$ cat config.mk
export PLATFORM = sky130hd
export DESIGN_NAME = c_string_escape_encoder
export DESIGN_NICKNAME = d
export VERILOG_FILES = /design/src/rtl/cse_pkg.sv /design/src/rtl/c_string_escape_encoder.sv /design/src/rtl/cse_encode.sv
export SDC_FILE = /design/constraint.sdc
export NUM_CORES = 1
export LEC_CHECK = 0
export BUFFER_PORTS_ARGS = -buffer_cell sky130_fd_sc_hd__buf_2
export CAP_MARGIN = 25
export CORE_ASPECT_RATIO = 1.4
export CORE_MARGIN = 1
export CORE_UTILIZATION = 50
export CTS_CLUSTER_DIAMETER = 120
export DETAILED_ROUTE_END_ITERATION = 8
export PLACE_DENSITY = 0.7
export SYNTH_ARGS = -nofsm -noshare
export SYNTH_HDL_FRONTEND = slang
export SYNTH_SLANG_ARGS = --single-unit
$ cat constraint.sdc
create_clock -name clk -period 6.1 [get_ports clk]
set_input_delay 0.61 -clock clk [delete_from_list [all_inputs] [get_ports clk]]
set_output_delay 0.61 -clock clk [all_outputs]
set_load 0.1 [all_outputs]
$ cat src/rtl/cse_pkg.sv
`timescale 1ns / 1ps
// ----------------------------------------------------------------------------
// cse_pkg
// Shared types and character codes for the C string escape encoder.
// ----------------------------------------------------------------------------
package cse_pkg;

	localparam int unsigned RUN_MAX   = 4;
	localparam int unsigned RUN_IDX_W = $clog2(RUN_MAX);

	localparam logic [7:0] CH_BSLASH = 8'h5C;
	localparam logic [7:0] CH_DQUOTE = 8'h22;
	localparam logic [7:0] CH_ZERO   = 8'h30;
	localparam logic [7:0] CH_EIGHT  = 8'h38;
	localparam logic [7:0] CH_N      = 8'h6E;
	localparam logic [7:0] CH_R      = 8'h72;
	localparam logic [7:0] CH_T      = 8'h74;
	localparam logic [7:0] CH_LF     = 8'h0A;
	localparam logic [7:0] CH_CR     = 8'h0D;
	localparam logic [7:0] CH_TAB    = 8'h09;
	localparam logic [7:0] PRINT_LO  = 8'h20;
	localparam logic [7:0] PRINT_HI  = 8'h7E;
	localparam logic [7:0] OCT_HIGH  = 8'd64;
	localparam logic [7:0] OCT_MID   = 8'd8;

	typedef struct packed {
		logic [7:0] in_byte;
		logic       new_string;
	} raw_beat_t;

	typedef struct packed {
		logic [7:0] out_byte;
		logic       last_of_run;
	} esc_beat_t;

	// escaped run of one input byte, chars[0] goes out first
	typedef struct packed {
		logic [RUN_MAX-1:0][7:0] chars;
		logic [RUN_IDX_W-1:0]    last_idx;
	} run_t;

endpackage

$ cat src/rtl/c_string_escape_encoder.sv
`timescale 1ns / 1ps
// ----------------------------------------------------------------------------
// c_string_escape_encoder
// Escapes raw bytes for a C string literal, one output byte per beat.
// ----------------------------------------------------------------------------
//  channel  | signals                  | beat
//  ---------+--------------------------+--------------------------------
//  raw      | raw_valid, raw_stall, raw | one input byte, new_string mark
//  esc      | esc_valid, esc_stall, esc | one escaped char, last_of_run
//
//  each input byte becomes 1 to 4 escaped characters; the output
//  register sends one character a cycle unless esc_stall is high and
//  sets the rate. An accepted byte goes to beat_s1, then run_s2.
//  arst_n clears valids and the octal-escape flag.
//  esc_stall holds the current character; the input register takes the
//  next byte while the last character of a run is still waiting, if empty.
// ----------------------------------------------------------------------------
module c_string_escape_encoder (
	input  logic                clk,
	input  logic                arst_n,
	input  logic                raw_valid,
	output logic                raw_stall,
	input  cse_pkg::raw_beat_t  raw,
	output logic                esc_valid,
	input  logic                esc_stall,
	output cse_pkg::esc_beat_t  esc
);

	logic                              valid_s1;
	cse_pkg::raw_beat_t                beat_s1;
	logic                              valid_s2;
	cse_pkg::run_t                     run_s2;
	logic [cse_pkg::RUN_IDX_W-1:0]     idx_q;
	logic                              after_octal_q;

	cse_pkg::run_t                     run_next;
	logic                              after_octal_next;
	logic                              last_char;
	logic                              run_done;
	logic                              load_s2;
	logic                              load_s1;

	cse_encode u_encode (
		.beat             (beat_s1),
		.after_octal      (after_octal_q),
		.run              (run_next),
		.next_after_octal (after_octal_next)
	);

	assign last_char = (idx_q == run_s2.last_idx);
	assign run_done  = valid_s2 & ~esc_stall & last_char;
	assign load_s2   = valid_s1 & (~valid_s2 | run_done);
	assign raw_stall = valid_s1 & ~load_s2;
	assign load_s1   = raw_valid & ~raw_stall;

	assign esc_valid       = valid_s2;
	assign esc.out_byte    = run_s2.chars[idx_q];
	assign esc.last_of_run = last_char;

	always_ff @(posedge clk or negedge arst_n) begin
		if (!arst_n) begin
			valid_s1      <= 1'b0;
			valid_s2      <= 1'b0;
			idx_q         <= '0;
			after_octal_q <= 1'b0;
		end else begin
			if (load_s1) begin
				valid_s1 <= 1'b1;
			end else if (load_s2) begin
				valid_s1 <= 1'b0;
			end
			if (load_s2) begin
				valid_s2      <= 1'b1;
				idx_q         <= '0;
				after_octal_q <= after_octal_next;
			end else if (run_done) begin
				valid_s2 <= 1'b0;
				idx_q    <= '0;
			end else if (valid_s2 && !esc_stall) begin
				idx_q <= idx_q + 2'd1;
			end
		end
	end

	// payload registers
	always_ff @(posedge clk) begin
		if (load_s1) begin
			beat_s1 <= raw;
		end
		if (load_s2) begin
			run_s2 <= run_next;
		end
	end

endmodule

$ cat src/rtl/cse_encode.sv
`timescale 1ns / 1ps
// ----------------------------------------------------------------------------
// cse_encode
// Maps one raw byte and the octal-escape flag to its escaped character run.
// ----------------------------------------------------------------------------
module cse_encode (
	input  cse_pkg::raw_beat_t beat,
	input  logic               after_octal,
	output cse_pkg::run_t      run,
	output logic               next_after_octal
);

	logic [7:0] c;
	logic       flag_eff;
	logic [7:0] d_hi;
	logic [7:0] d_mid;
	logic [7:0] d_lo;

	assign c        = beat.in_byte;
	assign flag_eff = after_octal & ~beat.new_string;
	assign d_hi     = cse_pkg::CH_ZERO + {6'd0, c[7:6]};
	assign d_mid    = cse_pkg::CH_ZERO + {5'd0, c[5:3]};
	assign d_lo     = cse_pkg::CH_ZERO + {5'd0, c[2:0]};

	always_comb begin
		run              = '0;
		next_after_octal = 1'b0;
		if (flag_eff && c >= cse_pkg::CH_ZERO && c < cse_pkg::CH_EIGHT) begin
			// close and reopen the literal so the digit does not extend the escape
			run.chars[0] = cse_pkg::CH_DQUOTE;
			run.chars[1] = cse_pkg::CH_DQUOTE;
			run.chars[2] = c;
			run.last_idx = 2'd2;
		end else if (c == cse_pkg::CH_BSLASH || c == cse_pkg::CH_DQUOTE) begin
			run.chars[0] = cse_pkg::CH_BSLASH;
			run.chars[1] = c;
			run.last_idx = 2'd1;
		end else if (c >= cse_pkg::PRINT_LO && c <= cse_pkg::PRINT_HI) begin
			run.chars[0] = c;
			run.last_idx = 2'd0;
		end else if (c == cse_pkg::CH_LF) begin
			run.chars[0] = cse_pkg::CH_BSLASH;
			run.chars[1] = cse_pkg::CH_N;
			run.last_idx = 2'd1;
		end else if (c == cse_pkg::CH_CR) begin
			run.chars[0] = cse_pkg::CH_BSLASH;
			run.chars[1] = cse_pkg::CH_R;
			run.last_idx = 2'd1;
		end else if (c == cse_pkg::CH_TAB) begin
			run.chars[0] = cse_pkg::CH_BSLASH;
			run.chars[1] = cse_pkg::CH_T;
			run.last_idx = 2'd1;
		end else begin
			next_after_octal = 1'b1;
			run.chars[0]     = cse_pkg::CH_BSLASH;
			if (c >= cse_pkg::OCT_HIGH) begin
				run.chars[1] = d_hi;
				run.chars[2] = d_mid;
				run.chars[3] = d_lo;
				run.last_idx = 2'd3;
			end else if (c >= cse_pkg::OCT_MID) begin
				run.chars[1] = d_mid;
				run.chars[2] = d_lo;
				run.last_idx = 2'd2;
			end else begin
				run.chars[1] = d_lo;
				run.last_idx = 2'd1;
			end
		end
	end

endmodule
[Word-level counts from Yosys, hierarchy flattened]
Cells that the tools add are included.
Cells by class
  equality and inequality tests: 6
  div/mod/pow operators: 0
  multiplexer cells: 33
  add/subtract/negate cells: 4
  reduce and logical (&&, ||, !) cells: 11
  bitwise logic cells: 13
  $lt $le $gt $ge: 7
  shift operators: 0
  $mul: 0
Operators with widths (count)
  2-to-1 mux 18 bit: 4
  2-to-1 mux 16 bit: 4
  2-to-1 mux 8 bit: 7
  2-to-1 mux 26 bit: 1
  == test 8 x 4 -> 1 bit, second input constant: 3
  binary-select mux 8 bit (select 2 bit): 1
  >= comparator 8 x 6 -> 1 bit, second input constant: 2
  adder 6 x 3 -> 7 bit, first input constant: 2
  2-to-1 mux 1 bit: 10
  2-to-1 mux 10 bit: 1
  2-to-1 mux 2 bit: 5
  == test 8 x 6 -> 1 bit, second input constant: 1
  == test 8 x 7 -> 1 bit, second input constant: 1
  >= comparator 8 x 4 -> 1 bit, second input constant: 1
  >= comparator 8 x 7 -> 1 bit, second input constant: 1
  less-or-equal comparator 8 x 7 -> 1 bit, second input constant: 1
  less-than comparator 8 x 6 -> 1 bit, second input constant: 1
  adder 6 x 2 -> 7 bit, first input constant: 1
  OR reduction 7 bit: 1
  AND 1 bit: 6
  NOT 1 bit: 6
  logical AND 1 bit: 4
  nonzero test 2 bit: 2
  less-than comparator 2 x 3 -> 1 bit, second input constant: 1
  7 further kinds: 7
Word-level totals
  memory bits (read-only): 0
  latch bits: 0
  flip-flop bits (word level): 48
  output and inout bits: 11
  memories: 0
  RAM bits: 0
  word-level logic and storage cells: 86

[Logic depth before layout (Yosys ltp)]
  depth in word-level cells: 11
  gate-level depth with buffers: 7
  mapped depth without buffers: 6

[Modules after synthesis]
From an unflattened synthesis, not the netlist that was laid out.
Second synthesis, totals
  cell total of the unflattened synthesis: 178
  area, all modules: 2483.6 µm²
By module, submodules not included
  c_string_escape_encoder: sequential area each 1416.4 µm², instances 1, cells an instance 92, area an instance 1861.8 µm²
  cse_encode: sequential area each 0.0 µm², instances 1, cells an instance 86, area an instance 621.8 µm²

[Worst setup path after synthesis]
No wires, ideal clock.
  path kind: register to output
  start point: reg idx_q[1] in the netlist's numbering
  end point: out esc[4] in the netlist's numbering
  required time: 5.490 ns
  data arrival time: 2.942 ns
  cell stages (with the launch flop): 4
  slack: 2.548 ns
  cell sequence: dfrtp_1 > buf_1 > mux2i_1 > o21ai_0
RTL lines
  start: declaration: RTL line c_string_escape_encoder.sv:33  | logic [cse_pkg::RUN_IDX_W-1:0] idx_q;
  start signal: assignment: RTL line c_string_escape_encoder.sv:80  | idx_q <= idx_q + 2'd1;
  end: declaration: RTL line c_string_escape_encoder.sv:26  | output cse_pkg::esc_beat_t esc

[Worst setup path after layout]
  start point: reg idx_q[1] in the netlist's numbering
  end point: out raw_stall
Between the ends
  cells in the longest elaborated chain, start to end: 6
Ends and longest elaborated chain
  == test 2 bit: RTL line c_string_escape_encoder.sv:50  | assign last_char = (idx_q == run_s2.last_idx);
  AND 1 bit: RTL line c_string_escape_encoder.sv:51  | assign run_done = valid_s2 & ~esc_stall & last_char;
  bitwise OR 1 bit: RTL line c_string_escape_encoder.sv:52  | assign load_s2 = valid_s1 & (~valid_s2 | run_done);
  AND 1 bit: RTL line c_string_escape_encoder.sv:52
  NOT 1 bit: RTL line c_string_escape_encoder.sv:53  | assign raw_stall = valid_s1 & ~load_s2;
  AND 1 bit: RTL line c_string_escape_encoder.sv:53
  end: declaration: RTL line c_string_escape_encoder.sv:22  | output logic raw_stall,
No other way between the ends.

==> reports/metrics.yaml <==
critical_path:
  rrSetupSlack_ns: 3.84
  r2r_start: "idx_q[1]"
  cp.arrival_ns: 2.13
  crit_fanout: 12
  cp_data_required_time_ns: 5.49
  worstReg2RegEnd: "beat_s1[6]"
  path_cells: "xor2_1, or2_2, o211ai_1, inv_1, buf_2"
  slowest_delay_ns: 0.66
  reg2regPathDepth: 4
  startpoint_type: "flop"
  crit_type: "reg2out"
  worstSetupEndpointType: "primary output"
  critical-path-top-delay-family: "flip-flops"
  cp_slowest_cell: "dfrtp_1"
  path_buf_inv: 2
synthesis:
  syn_inst: 167
  synthArstFlopShare_pct: 11.4
  yosys.area.top_type_share_pct: 55.3
  ys_ff_latch: 44
  yosys-top-cells-area: "edfxtp_1 55%, dfrtp_1 5.9%, mux4_2 5.3%"
  yosysSeqAreaShare_pct: 61.2
  yosysTopAreaCell: "edfxtp_1"
  synth_enable_flop_cells: 39
  syn-cell-area_sq_um: 2120
  synth_cell_types: 45
  synth_warnings: 0
  synth_ff_type: "edfxtp_1"
  avgSynthCellArea_sq_um: 12.7
final_layout:
  area_delta_synth_final_pct: 12.0
  nFillCells: 327
  num_antenna_cells: 0
  final_common_cell: "edfxtp_1"
  register_area_sq_um: 1300
  final_cell_mix: "39 x edfxtp_1, 23 x buf_2, 15 x o21ai_0"
  multi_input_area_sq_um: 761
  layout.nets: 206
  drive_gt1_share_pct: 22.2
sta:
  finalHoldViolations: 0
  setup_viol: 0
  hold_ws_ns: 0.115
  rsz0062_at_grt: "no"
  fin_skew_ns: 0.0100
  period_minus_slack_ns: 2.74
  fmax_mhz: 366
  setup-tns-final_ns: 0
  slew_headroom_pct: 62.9
  slew_viol_final: 0
  worst_pin_slew_ns: 0.553
  min_period_over_period_pct: 44.8
  final.setup.worst_slack_ns: 3.36
placement:
  pre_cts_ws_ns: 3.69
  hpwl_microns: 3020
  portBuffers: 23
  routabilityCongestion: 0.952
clock_tree:
  cts-root-buf: "clkbuf_8"
  clkTransAtPathRegs_ns: 0.08
  cts_sinks: 44
  cts_buffer_depth: 2
  cts_tree: "yes"
  postCtsSetupBuffers: 0
  clk_latency_ns: 0.29
  cts_resized: 0
  numCtsBuffers: 5
  htreeDepth: 2
  postCtsHoldBufs: 0
global_route:
  grt_pass1_vias: 1427
  grt_overflow: 0
  grt_max_degree: 32
  antenna_found_initial: 0
  track_usage_pct: 20.0
  grt_pass1_wl_microns: 6640
status:
  violations: "design-rule violations"
  outcome: "complete, but fails checks"
floorplanning:
  die_w_microns: 57.0
  ios: 24
  die_h_microns: 79.0
  die-area_sq_um: 4500
  start_util_pct: 53.1
  core_sq_um: 3990
  rows: 27
job:
  maxCapViolCount: 0
route:
  drt_wl_total_microns: 4130
  drt_iter0_drc: 100
  wire_per_inst_microns: 17.4
  avgViaCountPerCell: 6.09
  ant_nets: 0
  drcViolationCount: 2
  vias: 1443
  firstDrtPassIters: 6
min_path:
  hp-class: "in2async"
==> layer usage <==
| layer | GRT usage [%] | share of wire (%) |
|---|---|---|
| met5 | 0 | 0 |
| met4 | 9.76 | 3.4 |
| met3 | 3.42 | 5.3 |
| met2 | 37.8 | 54 |
| met1 | 20.8 | 37 |
==> layout make-up <==
cell class	instances	share of cell area, %
multi-input combinational	110	32.1
clock inverter	2	1.48
sequential	44	54.7
tap	43	2.27
timing repair buffer	24	5.17
inverter	8	1.27
clock buffer	6	3.06
==> logic make-up (layout without fill, tap and decap cells) <==
group | count (synthesis) | count (layout) | share of synthesized area [%]
AOI/OAI and AO/OA | 38 | 38 | 11.9
DFF | 44 | 44 | 61.2
other | 1 | 5 | 0.177
and+or+nand+nor | 56 | 56 | 15.1
buffers and inverters | 17 | 40 | 3.55
xor gates and xnor gates | 2 | 2 | 0.828
muxes | 9 | 9 | 7.21
==> flip-flops by register name, summed over array words and instances, names as in the netlist <==
register,count
idx_q,2
beat_s1,9
after_octal_q,1
run_s2,30
esc_valid,1
valid_s1,1
==> Yosys cell counts, drive strengths merged (2+ instances only) <==
cell    number
edfxtp      39
o21ai       16
nand2       10
nor2        10
inv          8
nand2b       7
and2         6
clkbuf       6
dfrtp        5
mux4         5
nor3         5
a21o         4
a21oi        4
mux2i        4
nand3        4
buf          3
a22o         2
and3         2
nor2b        2
nor3b        2
o211ai       2
o31ai        2
xor2         2
==> worst max-delay path by stage <==
stage / to / slack, ns / start / cells after the start
after floorplan: esc[4] / 2.55 / idx_q[1] / 3
after global placement: raw_stall / 3.76 / idx_q[1] / 5
after global routing: raw_stall / 3.22 / idx_q[1] / 5
after detailed placement: raw_stall / 3.69 / idx_q[1] / 5
final: raw_stall / 3.36 / idx_q[1] / 5
after CTS: raw_stall / 3.35 / idx_q[1] / 5
==> stage by stage <==
step | utilization, % | instances | instance area, sq um
6_report | 59.5 | 237 | 2370
5_1_grt | 59.5 | 237 | 2370
4_1_cts | 59.5 | 237 | 2370
3_5_place_dp | 56.8 | 229 | 2260
3_3_place_gp | 56.8 | 229 | 2260
2_1_floorplan | - | 171 | 2130
Power is not shown: default switching activity piles up to over one toggle a cycle in this logic, so the estimate is an artifact.
